<file path="src/rtl/c3zp_pkg.sv">
// Shared types and constants for the 3x3 zero-padded convolution block.
`timescale 1ns / 1ps
`default_nettype none

package c3zp_pkg;

  // Fixed field widths.
  localparam int PIX_W     = 16;
  localparam int RES_W     = 24;
  localparam int DIM_W     = 11;
  localparam int COEF_W    = 16;
  localparam int KROW_W    = 48;
  localparam int FRAC_BITS = 12;
  localparam int TAPS      = 9;
  localparam int SIDE      = 3;

  // Largest frame height; the row counter saturates well above it.
  localparam int MAX_HEIGHT = 1024;
  localparam int ROW_W      = 12;

  // Line buffer entry: the row two above in the upper half, one above in the lower.
  localparam int LB_W = 2 * PIX_W;

  // Products, row sums and the full sum.
  localparam int PROD_W = 2 * PIX_W;
  localparam int RSUM_W = PROD_W + 2;
  localparam int SUM_W  = RSUM_W + 2;

  // Job queue between the front and the back.
  localparam int Q_DEPTH = 4;
  localparam int Q_PTR_W = 2;
  localparam int Q_CNT_W = 3;

  // Configuration register indexes.
  localparam int CFG_IDX_W = 3;
  localparam logic [CFG_IDX_W-1:0] CFG_FRAME_WIDTH  = 3'd0;
  localparam logic [CFG_IDX_W-1:0] CFG_FRAME_HEIGHT = 3'd1;
  localparam logic [CFG_IDX_W-1:0] CFG_KERNEL_TOP   = 3'd2;
  localparam logic [CFG_IDX_W-1:0] CFG_KERNEL_MID   = 3'd3;
  localparam logic [CFG_IDX_W-1:0] CFG_KERNEL_BOT   = 3'd4;

  // Identity kernel row: 1.0 in Q4.12 at the middle coefficient.
  localparam logic [KROW_W-1:0] KERNEL_MID_RST = 48'h0000_1000_0000;

  // Kernel rows, row k at index k, coefficient c at bits 16c.
  typedef logic [SIDE-1:0][KROW_W-1:0] c3zp_kernel_t;

  // One output job: the masked 3x3 window and the end-of-frame flag.
  typedef struct packed {
    logic [TAPS-1:0][PIX_W-1:0] taps;
    logic                       last;
  } c3zp_job_t;

endpackage

`default_nettype wire

</file>
<file path="src/rtl/c3zp_cfg_if.sv">
// Configuration write channel interface.
`timescale 1ns / 1ps
`default_nettype none

interface c3zp_cfg_if;
  logic          valid;
  logic          ready;
  logic [3-1:0]  index;
  logic [48-1:0] wdata;

  modport source (output valid, output index, output wdata, input ready);
  modport sink (input valid, input index, input wdata, output ready);
endinterface

`default_nettype wire

</file>
<file path="src/rtl/c3zp_cfg.sv">
// Configuration registers with frame size clamping and frame area.
`timescale 1ns / 1ps
`default_nettype none

module c3zp_cfg
  import c3zp_pkg::*;
#(
  parameter int MAX_WIDTH = 1024,
  localparam int WW = $clog2(MAX_WIDTH + 1),
  localparam int AW = WW + DIM_W
) (
  input  wire logic             clk,
  input  wire logic             rst_n,
  c3zp_cfg_if.sink              cfg_ch,
  output logic [WW-1:0]         frame_w,
  output logic [DIM_W-1:0]      frame_h,
  output logic [AW-1:0]         frame_area,
  output c3zp_kernel_t          kernel
);

  localparam int RST_W = (MAX_WIDTH < 1024) ? MAX_WIDTH : 1024;

  logic [WW-1:0]    width_r, width_nxt;
  logic [DIM_W-1:0] height_r, height_nxt;
  logic [AW-1:0]    area_r;
  c3zp_kernel_t     kernel_r;
  logic [DIM_W-1:0] wd;
  logic [WW-1:0]    w_cl;
  logic [DIM_W-1:0] h_cl;
  logic             wr;

  assign cfg_ch.ready = 1'b1;
  assign wr = cfg_ch.valid;
  assign wd = cfg_ch.wdata[DIM_W-1:0];

  always_comb begin
    if (wd == '0) begin
      w_cl = WW'(1);
    end else if ((WW + DIM_W)'(wd) > (WW + DIM_W)'(MAX_WIDTH)) begin
      w_cl = WW'(MAX_WIDTH);
    end else begin
      w_cl = WW'(wd);
    end
    if (wd == '0) begin
      h_cl = DIM_W'(1);
    end else if (wd > DIM_W'(MAX_HEIGHT)) begin
      h_cl = DIM_W'(MAX_HEIGHT);
    end else begin
      h_cl = wd;
    end
  end

  // The area follows whichever dimension is being written.
  always_comb begin
    width_nxt  = width_r;
    height_nxt = height_r;
    if (wr && cfg_ch.index == CFG_FRAME_WIDTH) begin
      width_nxt = w_cl;
    end
    if (wr && cfg_ch.index == CFG_FRAME_HEIGHT) begin
      height_nxt = h_cl;
    end
  end

  always_ff @(posedge clk) begin
    if (!rst_n) begin
      width_r  <= WW'(RST_W);
      height_r <= DIM_W'(MAX_HEIGHT);
      area_r   <= AW'(RST_W * MAX_HEIGHT);
      kernel_r <= {48'h0, KERNEL_MID_RST, 48'h0};
    end else if (wr) begin
      width_r  <= width_nxt;
      height_r <= height_nxt;
      area_r   <= AW'(width_nxt) * AW'(height_nxt);
      case (cfg_ch.index)
        CFG_KERNEL_TOP: kernel_r[0] <= cfg_ch.wdata;
        CFG_KERNEL_MID: kernel_r[1] <= cfg_ch.wdata;
        CFG_KERNEL_BOT: kernel_r[2] <= cfg_ch.wdata;
        default: ;
      endcase
    end
  end

  assign frame_w    = width_r;
  assign frame_h    = height_r;
  assign frame_area = area_r;
  assign kernel     = kernel_r;

endmodule

`default_nettype wire

</file>
<file path="src/flat_wrapper.sv">
// flat-port wrapper written by rule: the top's interface ports become plain ports
module c3zp_cfg_flat import c3zp_pkg::*;
#(
  parameter int MAX_WIDTH = 1024,
  localparam int WW = $clog2(MAX_WIDTH + 1),
  localparam int AW = WW + DIM_W
)
  (clk, rst_n, frame_w, frame_h, frame_area, kernel, cfg_ch_valid, cfg_ch_index, cfg_ch_wdata, cfg_ch_ready);
  c3zp_cfg_if cfg_ch_i ();
  input  wire logic clk;
  input  wire logic rst_n;
  output logic [WW-1:0] frame_w;
  output logic [DIM_W-1:0] frame_h;
  output logic [AW-1:0] frame_area;
  output c3zp_kernel_t kernel;
  input wire logic [$bits(cfg_ch_i.valid)-1:0] cfg_ch_valid;
  input wire logic [$bits(cfg_ch_i.index)-1:0] cfg_ch_index;
  input wire logic [$bits(cfg_ch_i.wdata)-1:0] cfg_ch_wdata;
  output wire logic [$bits(cfg_ch_i.ready)-1:0] cfg_ch_ready;
  assign cfg_ch_i.valid = cfg_ch_valid;
  assign cfg_ch_i.index = cfg_ch_index;
  assign cfg_ch_i.wdata = cfg_ch_wdata;
  assign cfg_ch_ready = cfg_ch_i.ready;
  c3zp_cfg #(.MAX_WIDTH(MAX_WIDTH)) u_core (.clk(clk), .rst_n(rst_n), .cfg_ch(cfg_ch_i), .frame_w(frame_w), .frame_h(frame_h), .frame_area(frame_area), .kernel(kernel));
endmodule
</file>
<file path="config.mk">
export PLATFORM = sky130hd
export DESIGN_NAME = c3zp_cfg_flat
export DESIGN_NICKNAME = d
export VERILOG_FILES = /design/src/rtl/c3zp_pkg.sv /design/src/rtl/c3zp_cfg_if.sv /design/src/rtl/c3zp_cfg.sv /design/src/flat_wrapper.sv
export SDC_FILE = /design/constraint.sdc
export NUM_CORES = 1
export LEC_CHECK = 0
export ABC_AREA = 1
export BUFFER_PORTS_ARGS = -buffer_cell sky130_fd_sc_hd__buf_2
export CELL_PAD_IN_SITES_DETAIL_PLACEMENT = 0
export CELL_PAD_IN_SITES_GLOBAL_PLACEMENT = 1
export CORE_MARGIN = 4
export CORE_UTILIZATION = 40
export CTS_CLUSTER_SIZE = 30
export DETAILED_ROUTE_END_ITERATION = 8
export GPL_TIMING_DRIVEN = 1
export PLACE_DENSITY = 0.93
export SLEW_MARGIN = 0
export SYNTH_ARGS = -nofsm -noshare
export SYNTH_HDL_FRONTEND = slang
export SYNTH_SLANG_ARGS = --single-unit
</file>
<file path="constraint.sdc">
create_clock -name clk -period 7.2 [get_ports clk]
set_input_delay 1.44 -clock clk [delete_from_list [all_inputs] [get_ports clk]]
set_output_delay 1.44 -clock clk [all_outputs]
set_load 0.02 [all_outputs]
</file>
==> key figures <==
Outcome
  – Outcome: finished, final reports clean

Clock tree
  – CTS tree: yes
  – Hold-fix buffers at CTS: 0
  – Clk buf depth: 2
  – Setup Fix Bufs, Post-CTS: 0
  – Insertion delay of the later-clocked pin in the worst-skew pair: 0.44 ns
  – Clock transition at path regs: 0.08 ns
  – CTS buffer count: 17
  – H-Tree Depth: 4
  – CTS Sinks: 188
  – CTS resizes: 0
  – Clk root buf: clkbuf_16

Logic synthesis
  – Seq/Total Area, Yosys: 34.5%
  – Syn_nets: 1640
  – Post-synth EDFFs: 0
  – Post-synth top cells: 287 x nor2_1, 243 x inv_1, 192 x nand2_1
  – Syn avg cell area: 7.53 sq um
  – Synth warnings: 0
  – Ys async rst share: 0%
  – Synth unique cells: 33
  – Yosys top cell area share: 34.5%
  – Mapped Area: 10900 sq um
  – Area contributors post-synth: dfxtp_1 35%, fa_1 15%, nor2_1 9.9%
  – Post-Syn Instances: 1446
  – Synth Flop Type: dfxtp_1
  – Synth Register Bits: 188
  – Top-count cell post-synth: nor2_1
  – Cell taking the most area after synthesis: dfxtp_1

Cells and area
  – Post-Layout Inst Area: 13100 sq um
  – Synth-to-Final Area Change: 20.2%
  – Final core occ: 48.7%
  – Fillers: 2679
  – Area of the multi-input gates: 5950 sq um
  – Final layout net count: 1862
  – Post-Layout Cell Count: 2023
  – FF/Latch Area: 3760 sq um
  – Layout cells sized above 1: 19.4%

STA
  – Final Skew: 0.0177 ns
  – Slew Limit Headroom: 23.4%
  – Setup Viol. Count Final: 0
  – Hold slack: 0.445 ns
  – Fin crit period: 6.47 ns
  – Unrepaired setup endpoints after global routing: false
  – Final Hold Viols: 0
  – Final slew viol count: 0
  – Final worst-path cycle share: 89.8%
  – Setup TNS Final: 0 ns
  – Peak Freq: 155 MHz
  – Final WS setup: 0.735 ns
  – Worst Max-Slew Pin Slew: 1.14 ns

Power and ir drop
  – Final total power: 2.33 mW
  – Internal power: 1.64 mW
  – Logic pwr share: 11.4%
  – Sw Pwr: 697 uW
  – Clk pwr share: 41.7%
  – Cell Pwr Density: 178 nW/um^2
  – Flop pwr share: 46.9%
  – Peak supply drop: 0.134 mV
  – Sw Ratio: 29.9%
  – Leakage power total: 7.04 nW

Floorplanning
  – Die width: 173 microns
  – Initial core utilization: 40.5%
  – Cell Rows: 60
  – IO Count: 243
  – Core Area: 26900 sq um
  – Die height: 173 microns
  – Die area: 29900 sq um

Global routing
  – GRT Overall Usage: 21.8%
  – Grt peak-use layer: met2
  – Vias in the first global route: 9658
  – Initial antenna violation count: 2
  – GR Util met2: 37.0%
  – Remaining Overflow, GRT: 0
  – GR Layer Usage met1: 28.1%
  – GR Util met3: 4.63%
  – Largest net degree at the start of global routing: 101
  – First-pass GRT wire length: 53000 microns

Worst setup path
  – Worst path arrival time: 6.80 ns
  – Reg2reg start: u_core.frame_h[8]$_SDFFE_PN0P_
  – Startpoint types: input pin
  – Crit. End Element: register
  – CP startpoint: cfg_ch_wdata[2]
  – CP Class: in2reg
  – Slowest stage cell, crit path: fa_1
  – Worst stage delay on the critical path: 0.56 ns
  – Worst Path Required: 7.54 ns
  – Critical path peak fanout: 11

Worst hold path
  – Hold path startpoint: u_core.kernel[114]$_SDFFE_PN0P_
  – Tightest Hold Check Type: reg2reg

Placement
  – Post-Place Worst Slack: 0.287 ns
  – Final GP Congestion: 0.967
  – Placed inst area: 12500 sq um
  – # port buffers: 241
  – Post-DP HPWL: 25100 microns
  – Placed insts: 1990

Routing
  – DRT antenna net count: 0
  – Total wire length: 32700 microns
  – DR iter-0 viols: 822
  – Drt pass-1 iters: 5
  – Routed len/inst: 16.2 microns
  – Via count: 9927
  – DRC: 0
  – Via-to-Cell Ratio: 4.91

Flow run
  – Max-Cap Viols: 0
==> worst max-delay path, delay by kind of cell <==
family                   cells  cell delay (ns)
adder cells (fa/ha/maj)      6             2.88
AND/OR/NAND/NOR             12             1.33
buffers and inverters        6             0.54
AO/OA/AOI/OAI                2             0.60
==> worst paths after layout <==
| check | end | slack [ns] | cells past startpoint |
|---|---|---|---|
| hold reg to reg | u_core.kernel[114]$_SDFFE_PN0P_ | 0.45 | 2 |
| setup / recovery | u_core.frame_area[21]$_SDFFE_PN0P_ | 0.73 | 26 |
| setup reg to reg | u_core.frame_area[12]$_SDFFE_PN0P_ | 2.22 | 19 |
| hold / removal | u_core.kernel[114]$_SDFFE_PN0P_ | 0.45 | 2 |
==> power groups by stage <==
stage	Clock, mW	Sequential [mW]	Combinational, mW
final	0.973	1.09	0.266
after global routing	1.04	1.10	0.294
after CTS	0.992	1.09	0.268
after detailed placement	0	1.12	0.266
after global placement	0	1.12	0.264
after floorplan	0	1.16	0.112
==> layer usage <==
metal  vias up  wire length [microns]
met5         -                     11
met4         2                    650
met3        38                   2130
met2       349                  16000
met1      4643                  13900
li1       4895                      -
==> cells by family (layout without fill, tap and decap cells) <==
family	Yosys count	in the layout	synth area share, %
XOR/XNOR	10	10	0.804
buffers and inverters	316	551	11.0
AND/OR/NAND/NOR	531	531	19.2
other	1	2	0.0344
adder cells (fa/ha/maj)	140	140	21.6
flip-flops	188	188	34.5
AO/OA/AOI/OAI	260	260	12.8
==> flip-flops by register name (all words and copies together) (netlist names) <==
name / cells
u_core.kernel: 144
u_core.frame_area: 22
u_core.frame_w: 11
u_core.frame_h: 11
==> placed cells by master (no fill, tap or decap), types with 2 or more instances in the layout <==
| cell type | count |
|---|---|
| a21boi_2 | 2 |
| a21oi_1 | 79 |
| and2_1 | 2 |
| buf_2 | 240 |
| buf_4 | 20 |
| clkbuf_16 | 17 |
| clkinv_8 | 7 |
| dfxtp_1 | 188 |
| fa_1 | 80 |
| ha_1 | 60 |
| inv_1 | 243 |
| inv_12 | 2 |
| inv_2 | 15 |
| inv_6 | 3 |
| nand2_1 | 192 |
| nand3_1 | 38 |
| nor2_1 | 287 |
| nor2_4 | 3 |
| nor3_1 | 3 |
| o21ai_0 | 161 |
| o21ai_1 | 5 |
| o21ai_2 | 5 |
| o21ai_4 | 4 |
| o22ai_2 | 2 |
| or2_1 | 2 |
| xnor2_1 | 4 |
| xor2_1 | 6 |
==> final cells by class <==
type / count / share of cell area [%]
diodes: 1 / 0.0191
clock buffers: 17 / 3.25
clock inverters: 15 / 1.53
inverters: 259 / 7.43
multi-input cells: 942 / 45.5
flip-flops and latches: 188 / 28.7
well taps: 341 / 3.26
repair buffers: 260 / 10.3
(Power assumes the default switching activity.)
