==> src/rtl/c3zp_pkg.sv <==
// Shared types and constants for the 3x3 zero-padded convolution block.
`timescale 1ns / 1ps
`default_nettype none

package c3zp_pkg;

  // Fixed field widths.
  localparam int PIX_W     = 16;
  localparam int RES_W     = 24;
  localparam int DIM_W     = 11;
  localparam int COEF_W    = 16;
  localparam int KROW_W    = 48;
  localparam int FRAC_BITS = 12;
  localparam int TAPS      = 9;
  localparam int SIDE      = 3;

  // Largest frame height; the row counter saturates well above it.
  localparam int MAX_HEIGHT = 1024;
  localparam int ROW_W      = 12;

  // Line buffer entry: the row two above in the upper half, one above in the lower.
  localparam int LB_W = 2 * PIX_W;

  // Products, row sums and the full sum.
  localparam int PROD_W = 2 * PIX_W;
  localparam int RSUM_W = PROD_W + 2;
  localparam int SUM_W  = RSUM_W + 2;

  // Job queue between the front and the back.
  localparam int Q_DEPTH = 4;
  localparam int Q_PTR_W = 2;
  localparam int Q_CNT_W = 3;

  // Configuration register indexes.
  localparam int CFG_IDX_W = 3;
  localparam logic [CFG_IDX_W-1:0] CFG_FRAME_WIDTH  = 3'd0;
  localparam logic [CFG_IDX_W-1:0] CFG_FRAME_HEIGHT = 3'd1;
  localparam logic [CFG_IDX_W-1:0] CFG_KERNEL_TOP   = 3'd2;
  localparam logic [CFG_IDX_W-1:0] CFG_KERNEL_MID   = 3'd3;
  localparam logic [CFG_IDX_W-1:0] CFG_KERNEL_BOT   = 3'd4;

  // Identity kernel row: 1.0 in Q4.12 at the middle coefficient.
  localparam logic [KROW_W-1:0] KERNEL_MID_RST = 48'h0000_1000_0000;

  // Kernel rows, row k at index k, coefficient c at bits 16c.
  typedef logic [SIDE-1:0][KROW_W-1:0] c3zp_kernel_t;

  // One output job: the masked 3x3 window and the end-of-frame flag.
  typedef struct packed {
    logic [TAPS-1:0][PIX_W-1:0] taps;
    logic                       last;
  } c3zp_job_t;

endpackage

`default_nettype wire

==> src/rtl/c3zp_queue.sv <==
// Small job queue that decouples the window front from the multiply back.
`timescale 1ns / 1ps
`default_nettype none

module c3zp_queue
  import c3zp_pkg::*;
(
  input  wire logic          clk,
  input  wire logic          rst_n,
  input  wire logic          push,
  input  wire c3zp_job_t     push_job,
  output logic [Q_CNT_W-1:0] count,
  output logic               pop_valid,
  input  wire logic          pop_ready,
  output c3zp_job_t          pop_job
);

  c3zp_job_t          q_mem [Q_DEPTH];
  logic [Q_PTR_W-1:0] wr_ptr_r;
  logic [Q_PTR_W-1:0] rd_ptr_r;
  logic [Q_CNT_W-1:0] count_r;
  logic               pop;

  assign pop_valid = (count_r != '0);
  assign pop       = pop_valid && pop_ready;
  assign pop_job   = q_mem[rd_ptr_r];
  assign count     = count_r;

  always_ff @(posedge clk) begin
    if (push) begin
      q_mem[wr_ptr_r] <= push_job;
    end
  end

  always_ff @(posedge clk) begin
    if (!rst_n) begin
      wr_ptr_r <= '0;
      rd_ptr_r <= '0;
      count_r  <= '0;
    end else begin
      if (push) begin
        wr_ptr_r <= wr_ptr_r + Q_PTR_W'(1);
      end
      if (pop) begin
        rd_ptr_r <= rd_ptr_r + Q_PTR_W'(1);
      end
      case ({push, pop})
        2'b10:   count_r <= count_r + Q_CNT_W'(1);
        2'b01:   count_r <= count_r - Q_CNT_W'(1);
        default: count_r <= count_r;
      endcase
    end
  end

  a_no_overflow: assert property (@(posedge clk) disable iff (!rst_n)
    push |-> (count_r < Q_CNT_W'(Q_DEPTH)) || pop)
    else $error("job queue written while full");

  a_count_bound: assert property (@(posedge clk) disable iff (!rst_n)
    count_r <= Q_CNT_W'(Q_DEPTH))
    else $error("job queue count out of range");

endmodule

`default_nettype wire

==> config.mk <==
export PLATFORM = sky130hd
export DESIGN_NAME = c3zp_queue
export DESIGN_NICKNAME = d
export VERILOG_FILES = /design/src/rtl/c3zp_pkg.sv /design/src/rtl/c3zp_queue.sv
export SDC_FILE = /design/constraint.sdc
export NUM_CORES = 1
export LEC_CHECK = 0
export BUFFER_PORTS_ARGS = -buffer_cell sky130_fd_sc_hd__buf_2
export CAP_MARGIN = 20
export CORE_ASPECT_RATIO = 0.8
export CORE_MARGIN = 1
export CORE_UTILIZATION = 40
export CTS_BUF_LIST = sky130_fd_sc_hd__clkbuf_8
export DETAILED_ROUTE_END_ITERATION = 10
export GPL_TIMING_DRIVEN = 0
export HOLD_SLACK_MARGIN = 0.05
export PLACE_DENSITY_LB_ADDON = 0.08
export SETUP_SLACK_MARGIN = 0.15
export SLEW_MARGIN = 10
export SYNTH_ARGS = -nofsm -noshare
export SYNTH_HDL_FRONTEND = slang
export SYNTH_SLANG_ARGS = --single-unit
==> constraint.sdc <==
create_clock -name clk -period 5.6 [get_ports clk]
set_input_delay 0.56 -clock clk [delete_from_list [all_inputs] [get_ports clk]]
set_output_delay 0.56 -clock clk [all_outputs]
set_load 0.02 [all_outputs]
==> results summary, run 1 <==
The count of maximum capacitance violations came out at 0. The TritonCTS clock tree is done. The post-route cell area is 26700 sq um.

The final setup violation count came out at 0. The number of vias in the routed layout is 9989. The required time of the worst setup path came out at 5.04 ns. The count of placed standard cells including taps came out at 1805.

The number of DRC violations after detailed-routing iteration 0 is 512. The filler-free cell count of the finished design is 2067. The data arrival time of the critical path is 2.60 ns. The first-pass iteration count of the detailed router is 4. The buffer cell driving the clock tree root is sky130_fd_sc_hd__clkbuf_8.

The synthesized netlist devotes 0.164% of its cell area to compound gates. The fraction of the mapped netlist area in adder cells is 0.387%. The maximum vdd drop came out at 187 uV. The half-perimeter wire length after detailed placement came out at 27100 um. The residual antenna-violating net count after detailed routing is 0. The endpoint of the most critical register-to-register path is q_mem[0][87].

The TritonCTS buffer count came out at 94. The actual slew at the worst max-slew pin is 0.715 ns. The net count of the finished layout is 1454.

The global route total overflow is 0. In this run the tightest slew margin relative to its limit is 52.3%. The post-detailed-placement cell area came out at 24000 sq um. The global-route usage over all layers came out at 16.5%.

The top-level port count is 298. Together, buffers and inverters on the worst path number 4. The sequential cell area fraction in the yosys report came out at 82.4%.

The net count after synthesis came out at 958. The effective utilization at floorplan is 40.6%. After Yosys synthesis, and, or, nand and nor cells account for 0.399% of the synthesized area. The horizontal extent of the die came out at 260 um. The most numerous cell type found on the critical path is sky130_fd_sc_hd__buf_2.

After Yosys synthesis, XOR and XNOR cells account for 0.205% of the synthesized area. The flow ran to the end, and the final reports show no timing, DRC or antenna violations. After detailed routing, the total wire length is 43800 um. After synthesis, the share of cell area in mux cells is 15.3%.

The cell family contributing the most delay on the critical path is buffers and inverters. The cell row count came out at 75. The worst min-delay path endpoint is q_mem[2][63]. Entering global routing, the biggest net connects 48 pins.

Of the cells placed in the final design, the portion with a size suffix greater than 1 is 43.9%. Across all hold checks on the routed design, the worst slack comes to 0.121 ns. The critical path is of the reg -> out type.

The global-route wire length before repair is 66400 um. The max-slew violation total from the final report came to 0. The standard cell core area is 52600 sq um. The launch point of the worst hold path is push_job[63].

The fraction of met2 tracks used by global routing is 25.6%. The worst clock skew on the final layout came out at 0.0267 ns. The maximum fanout along the worst path is 10. In this run the critical register-to-register path is launched from wr_ptr_r[0]. The minimum clock period after layout is 3.16 ns. The met1 usage in global routing is 22.0%. By area, the combinational part of the netlist is dominated by multiplexers.

Yosys printed 0 warnings. The area growth from synthesis to layout is 25.0%. The number of antenna violations at the first check in global routing is 4. The reg2reg setup slack is 3.44 ns. The clock edge transition at the registers on the reported setup and hold paths is 0.06 ns.

For this design the ratio of total power to cell area is 406 nW/um^2. The fmax is 0.317 GHz. The remaining routing DRC violations is 0. For this run, the slowest stage of the critical path takes 0.40 ns. The number of cells traversed by the worst hold path came out at 1. The largest individual stage delay along the critical path comes from the cell sky130_fd_sc_hd__buf_2. Counting along the longest clock path gives a buffer depth of 3. The insertion delay to the later sink of the worst-skew pair is 0.67 ns.

The met3 demand-to-capacity share in global routing came out at 5.54%. The post-route clock period utilization is 56.4%. The clock net in this run drives a total of 589 sinks. The synthesized flop and latch total is 589. The static leakage came out at 9.10 nW. Setup repair after global routing left no endpoint under its margin. STA classifies the critical path endpoint as an output port.

The die height is 209 um. Traced cell by cell, the critical path runs through buf_2 -> buf_2 -> buf_2 -> mux4_2 -> buf_2. Synthesis instantiated 21 different standard cells from the library. The cell depth of the worst flop-to-flop path is 5. STA classifies the critical path startpoint as a flop. The number of buffers added on ports came out at 297. The detail-routed net length per standard cell is 21.2 um. The final count of hold timing violations is 0. The H-tree was split into 3 levels. The number of global-route vias before repair was 10800. Counting every instance in the synthesized netlist gives 803. The mean instance size in the synthesized netlist is 26.6 sq um. The layer flagged by global routing as most heavily used is met2. The worst hold path belongs to the class in -> reg. The die covers 54300 sq um.

The via density per instance is 4.83. The mapped netlist covers 21300 sq um. The routability congestion estimate is 0.694. The post-place setup slack came out at 3.04 ns.

Setup slack on the critical path of the routed design comes to 2.44 ns.
==> routing by layer <==
| metal | part of all wire, % | wire, um | vias to the layer above |
|---|---|---|---|
| li1 | - | - | 4489 |
| met1 | 42 | 18600 | 5130 |
| met2 | 48 | 21000 | 272 |
| met3 | 7.0 | 3080 | 92 |
| met4 | 2.5 | 1110 | 6 |
| met5 | 0.10 | 46 | - |
==> Yosys cell counts, drive strengths merged <==
library cell | instances | area, sq um
buf | 27 | 189
fa | 1 | 20.0
edfxtp | 580 | 17400
o311ai | 1 | 8.76
xnor2 | 3 | 26.3
nand2 | 1 | 3.75
clkbuf | 5 | 18.8
mux2i | 1 | 10.0
o21ai | 2 | 10.0
and2 | 8 | 50.1
xor2 | 2 | 17.5
mux4 | 145 | 3270
inv | 6 | 22.5
nor2b | 3 | 18.8
o31a | 1 | 8.76
dfxtp | 9 | 180
ha | 5 | 62.6
a21boi | 1 | 7.51
or3 | 2 | 12.5
==> kinds of logic after synthesis <==
family,Yosys count
DFF,589
muxes,146
buffers and inverters,38
and+or+nand+nor,14
adders and majority gates,6
AOI/OAI and AO/OA,5
xor gates and xnor gates,5
==> how the worst max path moves through the flow <==
stage	from	slack, ns	cells after the start	to
floorplan	push	1.21	1	q_mem[0][0]
global placement	push	-1.97	2	q_mem[1][86]
detailed placement	flop	3.04	5	pop_job[119]
CTS	flop	2.27	5	pop_job[119]
global route	flop	2.22	5	pop_job[119]
finish	flop	2.44	5	pop_job[119]
==> cell usage in the layout, fill, tap and decap left out, drive strengths merged <==
cell and n:
edfxtp 580, buf 336, mux4 145, clkbuf 103, dlygate4sd3 91, clkinv 39
inv 31, dfxtp 9, and2 8, ha 5, bufinv 4, xnor2 3
nor2b 3, clkinvlp 3, diode 2, or3 2, xor2 2, o21ai 2
o31a 1, nand2 1, o311ai 1, mux2i 1, a21boi 1, fa 1
==> state kept, by name (all words and copies together) (netlist names), named ones only <==
register  flops
q_mem       580
count         3
rd_ptr_r      2
wr_ptr_r      2
==> power by group <==
| group | switching, mW | internal (mW) |
|---|---|---|
| clock network | 1.63 | 1.80 |
| registers | 0.0524 | 5.08 |
| logic | 1.29 | 0.990 |
==> area by class of cell <==
cell class	count	area, sq um
Tap cell	693	867
Timing Repair Buffer	400	2700
Fill cell	4292	25900
Antenna cell	2	5.00
Sequential cell	589	17600
Clock inverter	71	402
Inverter	6	22.5
Buffer	32	208
Multi-Input combinational cell	176	3530
Clock buffer	98	1350
==> timing repair <==
item | CTS | global route
hold buffers | 91 | 0
endpoints found under the hold margin | 326 | 0
gates resized for setup | 0 | 0
setup buffers | 0 | 0
==> stage by stage <==
stage / setup TNS (ns) / power, mW / utilization [%]
CTS: 0 / 11.0 / 50.8
global route: 0 / 11.3 / 50.8
finish: 0 / 10.8 / 50.8
floorplan: 0 / 6.75 / -
detailed placement: 0 / 7.52 / 45.7
global placement: -1110.45 / 7.54 / 45.1
(Power assumes the default switching activity.)
==> run 2: changes to the inputs <==
--- a/config.mk
+++ b/config.mk
@@ -5,6 +5,7 @@
 export SDC_FILE = /design/constraint.sdc
 export NUM_CORES = 1
 export LEC_CHECK = 0
+export ABC_AREA = 1
 export BUFFER_PORTS_ARGS = -buffer_cell sky130_fd_sc_hd__buf_2
 export CAP_MARGIN = 20
 export CORE_ASPECT_RATIO = 0.8
==> constraint.sdc (replaced) <==
create_clock -name clk -period 3.1 [get_ports clk]
set_input_delay 0.31 -clock clk [delete_from_list [all_inputs] [get_ports clk]]
set_output_delay 0.31 -clock clk [all_outputs]
set_load 0.02 [all_outputs]
==> run 2 against run 1 <==
Register-to-register slack got worse by 2.7 ns. Final area increased by 4.5%. Utilization increased by 1.1 points. Non-clock buffer count increased by 128. Clock-buffer cell count increased by 1. Routed wire length increased by 31%. Largest power group unchanged. Combinational power increased by 95%. Clock skew increased by 0.0050 ns. Clock power increased by 79%. Worst setup slack got worse by 2.2 ns. Final cell count increased by 36%.
==> results summary, run 2 <==
By area the synthesized netlist is led by sky130_fd_sc_hd__edfxtp_1 (80%), sky130_fd_sc_hd__o21ai_0 (6.7%), sky130_fd_sc_hd__nor2_1 (5.1%). The sequential share of power came out at 46.5%. The leading cell type in the layout, fill and taps excluded is sky130_fd_sc_hd__edfxtp_1. The horizontal extent of the die came out at 263 um. Dividing the detail-routed via count by the number of cells gives 4.98.

The mean instance size in the synthesized netlist came out at 14.9 sq um. The final setup violation count is 0. The fraction of the mapped netlist area in adder cells came out at 0.378%.

The max-slew violation total from the final report was 0. The actual slew at the worst max-slew pin is 0.804 ns. In this run, synthesis produced a sequential element count of 589. The H-tree generated during clock tree synthesis spans 3 levels.

The number of vias in the routed layout came out at 14000. The net count after synthesis came out at 1622. Along the worst path, the maximum fanout reaches 10. The number of buffers added on ports is 297.

The global route total overflow is 0. The TritonCTS buffer count came out at 94. The worst-case headroom to the max-slew limit is 46.3%.

The remaining routing DRC violations is 0. The wire length after detailed routing came out at 57400 um. The worst clock skew on the final layout came out at 0.0317 ns. The post-route clock period utilization came out at 91.9%.

The cell area power density is 710 nW/um^2. The minimum clock period after layout came out at 2.85 ns. The switching portion of total power came out at 31.2%. Detailed placement finished with a half-perimeter wire length of 35700 um. The final core area utilization came out at 51.8%. The total chip power came out at 19.8 mW. For this run, the post-layout net count is 2183. The most common cell in the synthesized netlist is sky130_fd_sc_hd__edfxtp_1. In the synthesized netlist the async set-or-reset flop fraction comes to 0%. The portion of total power attributed to combinational logic is 22.5%.

The detail-routed net length per standard cell came out at 20.4 um. In this run the clock root is driven by a sky130_fd_sc_hd__clkbuf_8. The startpoint of the most critical register-to-register path is wr_ptr_r[0].

The count of placed standard cells including taps came out at 2486. The internal power of the cells totals 13.6 mW. The power share of the clock group is 31.0%. The data arrival time of the critical path came out at 2.54 ns. Sequential cells were found to cover 80.6% of the synthesized design area. The run finished with clean final reports. The worst setup path is captured at an output port.

The effective utilization at floorplan came out at 40.5%. In this run the static leakage power is 10.0 nW. The fmax is 0.351 GHz. Data on the critical path is required at its endpoint by 2.79 ns. The worst hold path terminates at q_mem[2][61]. STA classifies the critical path startpoint as a flop. The signed area change from the synthesized netlist to the final layout is 27.8%. The net switching power came out at 6.18 mW. The count of synthesis-stage warnings from yosys is 0. Of all cell types, the one taking the most synthesized area is sky130_fd_sc_hd__edfxtp_1. In this run the critical register-to-register path is captured at q_mem[0][13].

The proportion of layout cells with a drive suffix above 1 is 24.4%. The reg2reg setup slack is 0.79 ns. The number of antenna violations at the first check in global routing is 6.

The tool flagged a number of max-cap violations equal to 0. The share of the synthesized netlist area taken by xor and xnor gates is 0%. Entering global routing, the biggest net connects 32 pins.

Setup repair after global routing could not meet its margin everywhere. The synthesized cell area is 21800 sq um. The number of cells traversed by the worst hold path came out at 2. The final count of hold timing violations is 0. The cell row count came out at 76. During I/O placement, the number of pins put on the boundary was 298. The largest register by flop count is q_mem. The insertion delay to the later sink of the worst-skew pair is 0.69 ns. The global-route wire length before repair is 85600 um. The die height came out at 211 um. The number of flip-flops under the largest register name is 580. The startpoint identified for the worst hold timing path is push_job[61]. The standard cell core area came out at 53800 sq um. The critical path start-end classification is reg -> out. The mux contribution to synthesized area is 0%. The clock sink count came out at 589. In the synthesized netlist the dominant register cell turns out to be sky130_fd_sc_hd__edfxtp_1. The area share of the largest cell type after synthesis is 79.8%. The global-route usage over all layers is 20.5%. The filler-free cell count of the finished design is 2807. The clock edge transition at the registers on the reported setup and hold paths came out at 0.06 ns. The pre-antenna-repair detailed-routing pass consisted of 5 iterations.

The cell depth of the worst flop-to-flop path came out at 7. The number of global-route vias before repair came out at 14300. The die outline area is 55500 sq um.

The simple-gate portion of the synthesized area is 5.42%. Counting along the longest clock path gives a buffer depth of 3. In this run the worst hold path is classified as in -> reg. In the layout the commonest cells are sky130_fd_sc_hd__edfxtp_1 (580), sky130_fd_sc_hd__buf_2 (314), sky130_fd_sc_hd__nor2_1 (296), sky130_fd_sc_hd__o21ai_0 (294), sky130_fd_sc_hd__dlygate4sd3_1 (148).

The post-synthesis cell type count is 16. TritonCTS built the clock tree. By area, the combinational part of the netlist is dominated by compound AO/OA/AOI/OAI gates. Yosys mapped a number of flops with a built-in enable equal to 580. The compound-cell area share of the yosys netlist is 11.0%.

After synthesis, the most frequently instantiated cells are sky130_fd_sc_hd__edfxtp_1 (580), sky130_fd_sc_hd__nor2_1 (296), sky130_fd_sc_hd__o21ai_0 (294), sky130_fd_sc_hd__o22ai_1 (145), sky130_fd_sc_hd__clkbuf_1 (61). The number of DRC violations after detailed-routing iteration 0 came out at 911. The residual antenna-violating net count after detailed routing is 0. The maximum vdd drop came out at 388 uV. The routability congestion estimate came out at 0.730.

The synthesized netlist cell count came out at 1467.
==> run 2: cell types whose count changed in the layout (fill, tap and decap cells not counted), moves of 27 or more <==
cell and delta:
sky130_fd_sc_hd__o22ai_1 +145, sky130_fd_sc_hd__nor2_1 +296, sky130_fd_sc_hd__dlygate4sd3_1 +57, sky130_fd_sc_hd__clkbuf_2 +27
sky130_fd_sc_hd__mux4_2 -145, sky130_fd_sc_hd__clkbuf_1 +28, sky130_fd_sc_hd__o21ai_0 +292
==> run 2: how the worst max path moves through the flow <==
stage | from | end | slack, ns
after floorplan | wr_ptr_r[0] | q_mem[0][0] | -0.04
final | flop | pop_job[62] | 0.25
after detailed placement | wr_ptr_r[0] | q_mem[0][13] | 0.74
after CTS | flop | pop_job[66] | 0.14
after global placement | wr_ptr_r[0] | q_mem[0][13] | -2.21
after global routing | flop | pop_job[10] | 0.13
==> run 2: layout make-up <==
class,instances,area (sq um)
multi-input combinational,764,3690
tap,702,878
antenna,4,10.0
clock buffer,99,1360
timing repair buffer,465,3380
fill,4699,25900
inverter,19,86.3
buffer,95,524
clock inverter,70,360
sequential,589,17600
==> run 2: cells by family after synthesis <==
logic type,Yosys count
and+or+nand+nor,314
AOI/OAI and AO/OA,444
buffers and inverters,114
adders and majority gates,6
DFF,589
==> run 2: power groups by stage <==
stage / clock network, mW / registers (mW) / logic [mW]
floorplan: 0 / 9.39 / 2.48
global placement: 0 / 9.42 / 4.24
detailed placement: 0 / 9.36 / 4.32
CTS: 6.32 / 9.20 / 4.50
global route: 6.65 / 9.22 / 4.82
finish: 6.14 / 9.20 / 4.45
==> run 2: worst max-delay path, stage by stage (launching register included) <==
cell and delay (ns):
sky130_fd_sc_hd__dfxtp_1 0.35, sky130_fd_sc_hd__buf_2 0.39, sky130_fd_sc_hd__clkbuf_1 0.46, sky130_fd_sc_hd__o21ai_0 0.17, sky130_fd_sc_hd__o22ai_1 0.27, sky130_fd_sc_hd__buf_2 0.22
==> run 2: timing repair <==
action	4_1_cts	5_1_grt
hold buffers	148	0
gates cloned	0	0
pin swaps	0	0
endpoints found under the setup margin	101	75
endpoints found under the hold margin	589	0
setup buffers	0	0
resized for setup	11	36
==> run 2: layer usage <==
layer / vias up / track usage (%) / wire (um)
li1: 6704 / - / -
met1: 6832 / 26.9 / 25000
met2: 365 / 33.6 / 27800
met3: 74 / 5.01 / 3370
met4: 2 / 6.69 / 1140
met5: - / 0 / 13
==> run 2: through the flow <==
step / hold WS, ns / setup slack (ns) / TNS (ns) / cell area (sq um)
floorplan: 0.409 / -0.0447 / -19.59 / 21900
global placement: 0.482 / -2.21 / -1221.03 / 24200
detailed placement: 0.488 / 0.740 / 0 / 24600
CTS: 0.296 / 0.145 / 0 / 27900
global route: 0.332 / 0.134 / 0 / 27900
finish: 0.369 / 0.251 / 0 / 27900
